$ cat src/sv/dfiir_pkg.sv
// Package for the direct-form-I IIR filter.
// Sizes, item and register codes, tap cell and MAC control types shared by all filter modules.
// No dependencies.
package dfiir_pkg;

	localparam int MAX_ORDER      = 8;
	localparam int SAMPLE_BITS    = 16;
	localparam int COEF_FRAC_BITS = 24;

	localparam int TAPS      = MAX_ORDER + 1;
	localparam int COEF_BITS = 32;
	localparam int FUNC_BITS = 2;
	localparam int IDX_BITS  = 4;
	localparam int ORD_BITS  = 4;
	localparam int CFG_DATA_W = 4;
	localparam int CFG_IDX_W  = 1;

	// one forward and one feedback product per tap
	localparam int CNT_W = $clog2(2 * TAPS);
	localparam int TAP_W = CNT_W - 1;

	localparam int PROD_BITS = SAMPLE_BITS + COEF_BITS;
	// headroom for 2*TAPS products plus the rounding half
	localparam int ACC_BITS  = PROD_BITS + CNT_W + 1;

	// slave tdata: sample_in, coef_index, coef_value, zero padded to bytes
	localparam int SMP_LSB   = 0;
	localparam int IDX_LSB   = SMP_LSB + SAMPLE_BITS;
	localparam int COEF_LSB  = IDX_LSB + IDX_BITS;
	localparam int S_FIELD_W = COEF_LSB + COEF_BITS;
	localparam int S_DATA_W  = ((S_FIELD_W + 7) / 8) * 8;
	localparam int M_DATA_W  = ((SAMPLE_BITS + 7) / 8) * 8;

	localparam logic signed [SAMPLE_BITS-1:0] SAMPLE_MAX = {1'b0, {(SAMPLE_BITS-1){1'b1}}};
	localparam logic signed [SAMPLE_BITS-1:0] SAMPLE_MIN = {1'b1, {(SAMPLE_BITS-1){1'b0}}};
	localparam logic [ACC_BITS-1:0] ROUND_HALF = ACC_BITS'(1) << (COEF_FRAC_BITS - 1);

	// item kinds carried in slave tuser
	typedef enum logic [FUNC_BITS-1:0] {
		FN_SAMPLE = 2'd0,
		FN_FWD    = 2'd1,
		FN_FB     = 2'd2,
		FN_CLEAR  = 2'd3
	} func_t;

	// config register indexes
	typedef enum logic [CFG_IDX_W-1:0] {
		REG_ORDER = 1'b0,
		REG_FB_EN = 1'b1
	} reg_idx_t;

	typedef struct packed {
		logic signed [SAMPLE_BITS-1:0] x;  // input history entry
		logic signed [SAMPLE_BITS-1:0] y;  // output history entry
		logic signed [COEF_BITS-1:0]   b;  // forward coefficient
		logic signed [COEF_BITS-1:0]   a;  // feedback coefficient
	} cell_data_t;

	typedef struct packed {
		logic clear;
		logic shift;
		logic rotate;
		logic load_fwd;
		logic load_fb;
	} cell_ctrl_t;

	typedef struct packed {
		logic start;     // clear accumulator
		logic valid;     // operands presented this cycle
		logic use_prod;  // tap in use, else adds zero
	} mac_ctrl_t;

endpackage

$ cat src/sv/direct_form_iir_filter.sv
// Top level of the direct-form-I IIR filter: ring of tap cells and one shared MAC.
// Depends on dfiir_pkg, dfiir_cell and dfiir_mac.
//
// Usage:
//  - Slave stream carries one item per handshake; tuser is func (0 filter sample,
//    1 write forward coefficient, 2 write feedback coefficient, 3 clear histories).
//  - Coefficient writes and history clears take effect at the accepting edge and
//    give no result; tready stays high for them.
//  - A sample item shifts the histories, then the tap ring rotates one place after
//    each tap passes cell 0, where the MAC takes the forward product and then the
//    feedback product of that tap; the sequencer then steps through a drain state
//    and a result state. The block takes no new item until the result is stored;
//    the ring is back in place when the result is formed.
//  - Results sit in an output register; the next item is accepted while the
//    receiver stalls, and a finished sample waits in the result cycle only if the
//    previous result has still not been taken.
//  - Saturated results carry tuser high and leave the newest stored output equal
//    to the previous one.
//  - Config port: index 0 filter_order, index 1 feedback_enable; always ready.
//  - Reset clears histories and coefficients, sets order 2 with feedback on.
module direct_form_iir_filter import dfiir_pkg::*; (
	input  logic                  clk,
	input  logic                  arst_n,
	input  logic                  s_axis_tvalid,
	output logic                  s_axis_tready,
	input  logic [S_DATA_W-1:0]   s_axis_tdata,   // sample_in, coef_index, coef_value, pad
	input  logic [FUNC_BITS-1:0]  s_axis_tuser,   // func
	output logic                  m_axis_tvalid,
	input  logic                  m_axis_tready,
	output logic [M_DATA_W-1:0]   m_axis_tdata,   // sample_out
	output logic                  m_axis_tuser,   // overflowed
	input  logic                  cfg_valid,
	output logic                  cfg_ready,
	input  logic [CFG_IDX_W-1:0]  cfg_index,
	input  logic [CFG_DATA_W-1:0] cfg_data
);

	typedef enum logic [1:0] {
		ST_IDLE,
		ST_RUN,
		ST_DRAIN,
		ST_DONE
	} state_t;

	state_t                        state_q;
	logic [CNT_W-1:0]              cnt_q;
	logic                          out_valid_q;
	logic signed [SAMPLE_BITS-1:0] out_data_q;
	logic                          out_ovf_q;
	logic [ORD_BITS-1:0]           filter_order_q;
	logic                          fb_en_q;

	func_t                         func;
	logic                          s_fire;
	logic                          out_free;
	logic                          phase;
	logic [TAP_W-1:0]              tap;
	logic [TAP_W-1:0]              ord_use;
	logic signed [SAMPLE_BITS-1:0] smp;
	logic [IDX_BITS-1:0]           cidx;
	logic signed [COEF_BITS-1:0]   cval;
	logic signed [SAMPLE_BITS-1:0] mac_res;
	logic                          mac_ovf;
	logic                          write_y;
	cell_ctrl_t                    cctrl;
	mac_ctrl_t                     mctrl;
	cell_data_t                    cells [TAPS];
	logic signed [SAMPLE_BITS-1:0] opd_x;
	logic signed [COEF_BITS-1:0]   opd_c;
	logic                          fwd_use, fb_use;

	assign func     = func_t'(s_axis_tuser);
	assign smp      = s_axis_tdata[IDX_LSB-1:SMP_LSB];
	assign cidx     = s_axis_tdata[COEF_LSB-1:IDX_LSB];
	assign cval     = s_axis_tdata[S_FIELD_W-1:COEF_LSB];
	assign s_axis_tready = (state_q == ST_IDLE);
	assign s_fire   = s_axis_tvalid & s_axis_tready;
	assign out_free = !out_valid_q || m_axis_tready;

	// step counter: low bit picks forward/feedback, upper bits the tap in cell 0
	assign phase = cnt_q[0];
	assign tap   = cnt_q[CNT_W-1:1];
	assign ord_use = (32'(filter_order_q) > MAX_ORDER) ? TAP_W'(MAX_ORDER)
	                                                   : TAP_W'(filter_order_q);

	// config registers
	assign cfg_ready = 1'b1;
	always_ff @(posedge clk or negedge arst_n) begin
		if (!arst_n) begin
			filter_order_q <= ORD_BITS'(2);
			fb_en_q        <= 1'b1;
		end else if (cfg_valid) begin
			unique case (reg_idx_t'(cfg_index))
				REG_ORDER: filter_order_q <= cfg_data[ORD_BITS-1:0];
				REG_FB_EN: fb_en_q        <= cfg_data[0];
				default:   ;
			endcase
		end
	end

	// cell controls
	assign write_y        = (state_q == ST_DONE) && out_free && !mac_ovf;
	assign cctrl.rotate   = (state_q == ST_RUN) && phase;
	assign cctrl.shift    = s_fire && (func == FN_SAMPLE);
	assign cctrl.clear    = s_fire && (func == FN_CLEAR);
	assign cctrl.load_fwd = s_fire && (func == FN_FWD);
	assign cctrl.load_fb  = s_fire && (func == FN_FB);

	// ring: histories shift to older taps, rotation pulls from the next cell
	for (genvar i = 0; i < TAPS; i++) begin : g_cell
		logic signed [SAMPLE_BITS-1:0] x_in, y_in;
		if (i == 0) begin : g_head
			assign x_in = smp;
			assign y_in = cells[0].y;  // newest output duplicates until written
		end else begin : g_body
			assign x_in = cells[i-1].x;
			assign y_in = cells[i-1].y;
		end
		dfiir_cell u_cell (
			.clk     (clk),
			.arst_n  (arst_n),
			.ctrl    (cctrl),
			.tap_sel (32'(cidx) == i),
			.wr_y    ((i == 0) && write_y),
			.x_in    (x_in),
			.y_in    (y_in),
			.y_new   (mac_res),
			.coef    (cval),
			.rot_in  (cells[(i + 1) % TAPS]),
			.tap_out (cells[i])
		);
	end

	// MAC operands from the head cell
	assign fwd_use = (tap <= ord_use);
	assign fb_use  = fb_en_q && (tap != '0) && (tap <= ord_use);
	assign opd_x   = phase ? cells[0].y : cells[0].x;
	assign opd_c   = phase ? cells[0].a : cells[0].b;

	assign mctrl.start    = cctrl.shift;
	assign mctrl.valid    = (state_q == ST_RUN);
	assign mctrl.use_prod = (state_q == ST_RUN) && (phase ? fb_use : fwd_use);

	dfiir_mac u_mac (
		.clk    (clk),
		.arst_n (arst_n),
		.ctrl   (mctrl),
		.opd_x  (opd_x),
		.opd_c  (opd_c),
		.res    (mac_res),
		.ovf    (mac_ovf)
	);

	// sequencer and output register
	always_ff @(posedge clk or negedge arst_n) begin
		if (!arst_n) begin
			state_q     <= ST_IDLE;
			cnt_q       <= '0;
			out_valid_q <= 1'b0;
			out_data_q  <= '0;
			out_ovf_q   <= 1'b0;
		end else begin
			// new result loads, otherwise a taken one leaves
			if ((state_q == ST_DONE) && out_free)
				out_valid_q <= 1'b1;
			else if (m_axis_tready)
				out_valid_q <= 1'b0;
			unique case (state_q)
				ST_IDLE: begin
					if (cctrl.shift) begin
						cnt_q   <= '0;
						state_q <= ST_RUN;
					end
				end
				ST_RUN: begin
					cnt_q <= cnt_q + 1'b1;
					if (cnt_q == CNT_W'(2 * TAPS - 1))
						state_q <= ST_DRAIN;
				end
				ST_DRAIN: state_q <= ST_DONE;
				ST_DONE: begin
					if (out_free) begin
						out_data_q  <= mac_res;
						out_ovf_q   <= mac_ovf;
						state_q     <= ST_IDLE;
					end
				end
				default: state_q <= ST_IDLE;
			endcase
		end
	end

	assign m_axis_tvalid = out_valid_q;
	assign m_axis_tdata  = M_DATA_W'(out_data_q);
	assign m_axis_tuser  = out_ovf_q;

	// a sample item starts the ring at its first step
	a_start: assert property (@(posedge clk) disable iff (!arst_n)
		(s_fire && (func == FN_SAMPLE)) |=> (state_q == ST_RUN) && (cnt_q == '0))
		else $error("ring did not start on sample item");

	// leaving the result cycle always presents a result
	a_result: assert property (@(posedge clk) disable iff (!arst_n)
		((state_q == ST_DONE) && out_free) |=> m_axis_tvalid && (state_q == ST_IDLE))
		else $error("result lost at end of sample");

	// a flagged result sits at one of the sample limits
	a_sat: assert property (@(posedge clk) disable iff (!arst_n)
		(m_axis_tvalid && m_axis_tuser) |->
			((out_data_q == SAMPLE_MAX) || (out_data_q == SAMPLE_MIN)))
		else $error("overflow flag on unsaturated result");

	// no item is taken while the ring is rotating
	a_busy: assert property (@(posedge clk) disable iff (!arst_n)
		(state_q == ST_RUN) |-> !s_fire && !write_y)
		else $error("item accepted during rotation");

endmodule

$ cat src/sv/dfiir_cell.sv
// One tap cell of the filter ring: history pair and coefficient pair.
// Shifts histories towards older taps, rotates everything one place for the MAC.
// Depends on dfiir_pkg.
module dfiir_cell import dfiir_pkg::*; (
	input  logic                          clk,
	input  logic                          arst_n,
	input  cell_ctrl_t                    ctrl,
	input  logic                          tap_sel,
	input  logic                          wr_y,
	input  logic signed [SAMPLE_BITS-1:0] x_in,
	input  logic signed [SAMPLE_BITS-1:0] y_in,
	input  logic signed [SAMPLE_BITS-1:0] y_new,
	input  logic signed [COEF_BITS-1:0]   coef,
	input  cell_data_t                    rot_in,
	output cell_data_t                    tap_out
);

	cell_data_t cell_q;

	always_ff @(posedge clk or negedge arst_n) begin
		if (!arst_n) begin
			cell_q <= '0;
		end else if (ctrl.rotate) begin
			cell_q <= rot_in;
		end else if (ctrl.shift) begin
			cell_q.x <= x_in;
			cell_q.y <= y_in;
		end else if (ctrl.clear) begin
			cell_q.x <= '0;
			cell_q.y <= '0;
		end else begin
			if (wr_y)
				cell_q.y <= y_new;
			if (ctrl.load_fwd && tap_sel)
				cell_q.b <= coef;
			if (ctrl.load_fb && tap_sel)
				cell_q.a <= coef;
		end
	end

	assign tap_out = cell_q;

endmodule

$ cat src/sv/dfiir_mac.sv
// Shared multiply-accumulate for the filter, with rounding and saturation.
// Product registered, then summed; result formed from the accumulator register.
// Depends on dfiir_pkg.
module dfiir_mac import dfiir_pkg::*; (
	input  logic                          clk,
	input  logic                          arst_n,
	input  mac_ctrl_t                     ctrl,
	input  logic signed [SAMPLE_BITS-1:0] opd_x,
	input  logic signed [COEF_BITS-1:0]   opd_c,
	output logic signed [SAMPLE_BITS-1:0] res,
	output logic                          ovf
);

	localparam logic signed [ACC_BITS-1:0] ACC_MAX = ACC_BITS'(SAMPLE_MAX);
	localparam logic signed [ACC_BITS-1:0] ACC_MIN = ACC_BITS'(SAMPLE_MIN);

	logic signed [PROD_BITS-1:0] prod;
	logic signed [PROD_BITS-1:0] prod_s1;
	logic                        vld_s1;
	logic signed [ACC_BITS-1:0]  acc_q;
	logic signed [ACC_BITS-1:0]  sum;
	logic signed [ACC_BITS-1:0]  rnd;
	logic                        hi, lo;

	// signed product, kept apart from the zero select
	assign prod = opd_x * opd_c;

	always_ff @(posedge clk or negedge arst_n) begin
		if (!arst_n) begin
			vld_s1 <= 1'b0;
			acc_q  <= '0;
		end else begin
			vld_s1 <= ctrl.valid;
			if (ctrl.start)
				acc_q <= '0;
			else if (vld_s1)
				acc_q <= acc_q + ACC_BITS'(prod_s1);
		end
	end

	always_ff @(posedge clk) begin
		prod_s1 <= ctrl.use_prod ? prod : '0;
	end

	// round half up, then clamp to the sample range
	assign sum = acc_q + $signed(ROUND_HALF);
	assign rnd = sum >>> COEF_FRAC_BITS;
	assign hi  = rnd > ACC_MAX;
	assign lo  = rnd < ACC_MIN;
	assign ovf = hi | lo;
	assign res = hi ? SAMPLE_MAX : (lo ? SAMPLE_MIN : rnd[SAMPLE_BITS-1:0]);

endmodule

$ cat config.mk
export PLATFORM = sky130hd
export DESIGN_NAME = direct_form_iir_filter
export DESIGN_NICKNAME = d
export VERILOG_FILES = /design/src/sv/dfiir_pkg.sv /design/src/sv/direct_form_iir_filter.sv /design/src/sv/dfiir_cell.sv /design/src/sv/dfiir_mac.sv
export SDC_FILE = /design/constraint.sdc
export NUM_CORES = 2
export LEC_CHECK = 0
export ABC_AREA = 1
export BUFFER_PORTS_ARGS = -buffer_cell sky130_fd_sc_hd__buf_2
export CORE_ASPECT_RATIO = 1.25
export CORE_MARGIN = 2
export CORE_UTILIZATION = 57
export DETAILED_ROUTE_END_ITERATION = 10
export PLACE_DENSITY = 0.73
export SETUP_SLACK_MARGIN = 0.4
export SLEW_MARGIN = 20
export SYNTH_ARGS = -nofsm -noshare
export SYNTH_HDL_FRONTEND = slang
export SYNTH_HIERARCHICAL = 1
export SYNTH_SLANG_ARGS = --single-unit
$ cat constraint.sdc
create_clock -name clk -period 8.1 [get_ports clk]
set_input_delay 1.62 -clock clk [delete_from_list [all_inputs] [get_ports clk]]
set_output_delay 1.62 -clock clk [all_outputs]
set_load 0.01 [all_outputs]
# --- Word-level counts from Yosys, hierarchy flattened ---
# Cells that the tools add are included.
word_totals:
  regBits: 997
  in_bits: 68
  output_inout_bits: 20
  word_cells: 232
classes:
  add_sub_neg: 3
  multipliers: 1
  order_cmp: 4
  n_eq_ne: 20
  n_mux: 73
  n_bitwise: 3
  n_reduce_logical: 82
op_table:
  columns: ["op", "n"]
  rows:
  - ["$mux 64", 18]
  - ["$mux 32", 28]
  - ["$mux 96", 9]
  - ["$mux 54", 2]
  - ["$mux 16", 6]
  - ["$reduce_and 3->1", 19]
  - ["$add 54x25->54 const B", 1]
  - ["$add 54x48->54", 1]
  - ["$mul 16x32->48", 1]
  - ["$reduce_bool 2->1", 21]
  - ["$gt 30x16->1 const B", 1]
  - ["$lt 30x16->1 const B", 1]
  - ["$logic_and 1x1->1", 28]
  - ["$eq 4x3->1 const B", 4]
  - ["$pmux 5 s2", 1]
  - ["$reduce_and 2->1", 5]
  - ["$eq 2x2->1 const B", 4]
  - ["$eq 4x2->1 const B", 2]
  - ["$ne 2x2->1 const B", 4]
  - ["$pmux 2 s4", 1]
  - ["$mux 2", 3]
  - ["$reduce_bool 3->1", 2]
  - ["$add 5x1->5 const B", 1]
  - ["$eq 5x5->1 const B", 1]
  - ["other kinds (17)", 22]

# --- Longest topological paths before layout ---
logic_depth:
  ltp_word: 9
  depth_mapped: 35
  mapped_depth_nobuf: 31

# --- Modules after synthesis ---
# Netlist, hierarchy kept.
modules_own_cells:
  columns: ["mod", "n_inst", "cells_each", "area_each_um2", "seq_area_each_um2"]
  rows:
  - ["dfiir_cell", 9, 680, 4924.7, 2402.3]
  - ["dfiir_mac", 1, 3813, 26761.9, 2337.2]
  - ["direct_form_iir_filter", 1, 360, 2239.6, 753.2]

# --- Worst setup path after synthesis ---
# OpenSTA, ideal clock, no wires.
synth_timing:
  path_kind: "reg-to-reg"
  start: "register cnt_q[0]"
  end: "register u_mac.prod_s1[46]"
  setup_ps: 113
  arrival_ps: 6061
  required_ps: 7987
  setup_slack_ps: 1926
  stages_incl_launch_ff: 27
  path_buffers: 3
  period_less_slack_ps: 6174
  path_cell_list: "dfrtp_1 buf_2 inv_2 buf_2 nand2_1 nand2_1 clkbuf_1 nand2_1 fa_1 inv_1 fa_1 inv_1 fa_1 fa_1 fa_1 fa_1 inv_1 ha_1 nand2_1 nor2_1 inv_1 nor4_1 nand3_1 nand3_1 nand2_1 nand2_1 nor2_1"
synth_via:
  elab_chain_cells: 2
  elab_cells_between_ends: 5
  classes_between: "1 x mul; 3 x mux; 1 x reduce/logical"
synth_lines:
  columns: ["item", "line_no", "source"]
  rows:
  - ["start, declared", "direct_form_iir_filter.sv:46", "logic [CNT_W-1:0] cnt_q;"]
  - ["start signal, assigned", "direct_form_iir_filter.sv:176", "cnt_q <= cnt_q + 1'b1;"]
  - ["$mux 32", "direct_form_iir_filter.sv:138", "assign opd_c = phase ? cells[0].a : cells[0].b;"]
  - ["named net opd_c[31]", "direct_form_iir_filter.sv:69", "logic signed [COEF_BITS-1:0] opd_c;"]
  - ["$mul 16x32->48", "dfiir_mac.sv:26", "assign prod = opd_x * opd_c;"]
  - ["end signal, assigned", "dfiir_mac.sv:42", "prod_s1 <= ctrl.use_prod ? prod : '0;"]
  - ["end, declared", "dfiir_mac.sv:18", "logic signed [PROD_BITS-1:0] prod_s1;"]
# The timed path passes the listed nets, and every way through them passes these cells.
# A chain may end at the register's enable or synchronous reset.

# --- Final worst setup path ---
layout_timing:
  start: "register cnt_q[0]"
  end: "register u_mac.prod_s1[41]"
layout_via:
  elab_chain_cells: 2
  elab_cells_between_ends: 5
  classes_between: "1 x mul; 3 x mux; 1 x reduce/logical"
layout_lines:
  columns: ["item", "line_no", "source"]
  rows:
  - ["$mux 16", "direct_form_iir_filter.sv:137", "assign opd_x = phase ? cells[0].y : cells[0].x;"]
  - ["named net opd_x[10]", "direct_form_iir_filter.sv:68", "logic signed [SAMPLE_BITS-1:0] opd_x;"]
  - ["$mul 16x32->48", "dfiir_mac.sv:26", null]
# The timed path passes the listed nets, and every way through them passes these cells.

==> results.tsv <==
stage	metric	value	unit
clock_network	clkTransAtPathRegs	70	ps
critical_path	timing.rr.end	u_mac/prod_s1[41]	
routing	via_per_inst	5.64	
hold_path	hp-class	flop to flop	
die	row_count	147	
critical_path	max_stage_delay	560	ps
yosys	ys_seq_elements	997	
clock_network	h-tree-depth	3	
routing	wl_per_cell	19.7	microns
final_layout	fill_cells	12000	
die	start_util	57.3	%
routing	drt_first_iter_violations	6804	
timing	setup_tns	0	ps
global_route	grt_max_degree	193	
final_layout	syn_to_final_growth	5.45	%
placed_design	place_hpwl	163	mm
critical_path	crit_buf_inv	7	
critical_path	reg2reg_depth	27	
yosys	ys_types	51	
final_layout	stdcell_area	77300	sq um
yosys	yosysMostFrequentCell	nand2_1	
global_route	grt_overflow	0	
placed_design	dp_cells	11700	
timing	tightest_slew	1160	ps
placed_design	gp_congestion	0.981	
yosys	synth_area_leaders	dfrtp_1 (32%), nand2_1 (23%), fa_1 (13%), nand3_1 (5.8%), nor2_1 (5.3%)	
clock_network	clk_latency	770	ps
yosys	yosys.area_share.adder	16.3	%
hold_path	whs_endpoint	m_axis_tdata[9]	
timing	post-route-min-period	7460	ps
yosys	synth_top_area_cell	dfrtp_1	
yosys	synth_common_cells	nand2_1 (4412), nor2_1 (1045), inv_1 (1026)	
critical_path	critical-path-slowest-cell	fa_1	
yosys	synth_mux_area_share	0.0307	%
critical_path	crit_path_start_kind	flop	
critical_path	critical_path_required	8720	ps
clock_network	root_buffer	clkbuf_16	
yosys	synth_cells	10300	
yosys	syn_avg_cell_area	7.12	sq um
critical_path	cp-end-kind	flop	
global_route	grt_pass1_wl	367	mm
routing	vias	67000	
routing	wl	234	mm
global_route	grt.total_usage	35.6	%
timing	finClkSkew	60.4	ps
final_layout	drive_gt1_share	4.95	%
clock_network	hold_buffers	0	
yosys	synth-simple-area-share	35.5	%
yosys	synth_compound_area_share	4.49	%
yosys	synth-xor-area-share	0.370	%
die	fp.dieW	325	microns
clock_network	post_cts_buffers	0	
timing	whs	468	ps
critical_path	critical_path_class	flop to flop	
timing	slew_headroom	22.9	%
global_route	grt_pass1_vias	65900	
critical_path	crit_top_cell	nand2_1	
clock_network	numCtsBuffers	104	
hold_path	hp-start	m_axis_tdata[9]	
timing	maxClockFrequency	134	MHz
critical_path	r2r_slack	640	ps
yosys	synth_edf_count	0	
critical_path	rr_startpoint	cnt_q[0]	
die	fp.dieH	405	microns
yosys	synth-warning-count	6	
global_route	antenna_found_initial	11	
placed_design	placed_cell_area	73800	sq um
critical_path	cp_max_fo	25	
critical_path	arrival	8080	ps
final_layout	layout.cells.non_filler	11900	
timing	rsz0062_at_grt	yes	
die	die_area	132000	sq um
timing	setup_viol	0	
timing	hold_violations	0	
yosys	synth_top_family_by_area	simple AND/OR/NAND/NOR gates	
routing	drcViolationCount	0	
job	cap_violations	0	
hold_path	whs_path_depth	2	
routing	drt-pass1-iter-count	8	
yosys	netlist_area	73300	sq um
timing	maxSlewViolCount	0	
routing	ant_nets	0	
placed_design	port_buffers	82	
timing	min_period_over_period	92.1	%
clock_network	cts_sinks	997	
clock_network	cts-resized-gates	0	
die	core	128000	sq um
final_layout	layout.nets	10800	
outcome	status	complete, no violations	
yosys	yosysSeqAreaShare	33.7	%
critical_path	critical-path-top-delay-family	adder cells	
die	boundaryPins	88	
clock_network	cts_tree	built	
yosys	yosysTopAreaCellShare	32.3	%
yosys	synth-async-reset-ratio	95.2	%
yosys	synthFlopType	dfrtp_1	
clock_network	clock_tree.buffer_depth	3	
==> per-stage QoR <==
step	setup slack (ps)	util [%]
2_1_floorplan	1930	-
3_3_place_gp	747	57.7
3_5_place_dp	638	57.7
4_1_cts	636	60.4
5_1_grt	357	60.4
6_report	639	60.4
==> cells in the final DEF, fill, tap and decap left out, drive strengths merged, types with 18 or more instances in the layout <==
cell type  count
clkbuf       155
a21oi        176
inv         1041
dfxtp         48
ha           178
buf          196
nand3        872
nand2       4447
o21ai        159
a22oi        144
nor3          35
nor2        1077
clkinv        33
fa           487
xor2          18
dfrtp        947
==> flip-flops by register name, indices dropped and copies added (netlist names) <==
| register | flops |
|---|---|
| g_cell.u_cell/tap_out | 864 |
| m_axis_tvalid | 1 |
| state_q | 2 |
| m_axis_tdata | 16 |
| u_mac/vld_s1 | 1 |
| fb_en_q | 1 |
| filter_order_q | 4 |
| m_axis_tuser | 1 |
| u_mac/prod_s1 | 48 |
| u_mac/acc_q | 54 |
| cnt_q | 5 |
==> worst min-delay path, cell delays in order, from the launching register on <==
cell	delay (ps)
dfrtp_1	340
nand2_1	50
nand2_1	50
==> routing by layer <==
layer	vias up	track usage, %	routed length, microns
met5	-	0	65
met4	10	18.1	13000
met3	681	5.10	19600
met2	3005	58.1	109000
met1	32300	46.4	92600
li1	31000	-	-
==> cell families (layout without fill, tap and decap cells) <==
kind of cell             Yosys count  after routing
buffers and inverters           1572           1436
multiplexers                       2              2
XOR/XNOR                          31             31
adder cells (fa/ha/maj)          665            665
other                              2             14
AO/OA/AOI/OAI                    551            551
AND/OR/NAND/NOR                 6473           6473
flip-flops                       997            997
==> final cells by class <==
class                   count  area, sq um  share of cell area [%]
clock inverters            28          383                   0.495
well taps                1713         2140                    2.77
repair buffers            196         1400                    1.80
flip-flops and latches    997        24700                    32.0
clock buffers             155         3030                    3.92
diodes                      5         12.5                  0.0162
inverters                1057         4000                    5.17
multi-input cells        7731        41600                    53.9
==> worst max-delay path by stage <==
stage               startpoint           endpoint  slack (ps)  depth (start not counted)
detailed placement    cnt_q[0]  u_mac/prod_s1[45]         640                         23
CTS                   cnt_q[0]  u_mac/prod_s1[45]         640                         23
global route          cnt_q[0]  u_mac/prod_s1[41]         360                         27
global placement      cnt_q[0]  u_mac/prod_s1[45]         750                         23
floorplan             cnt_q[0]  u_mac/prod_s1[46]        1930                         26
finish                cnt_q[0]  u_mac/prod_s1[41]         640                         27
Power is not shown: default switching activity piles up to over one toggle a cycle in this logic, so the estimate is an artifact.
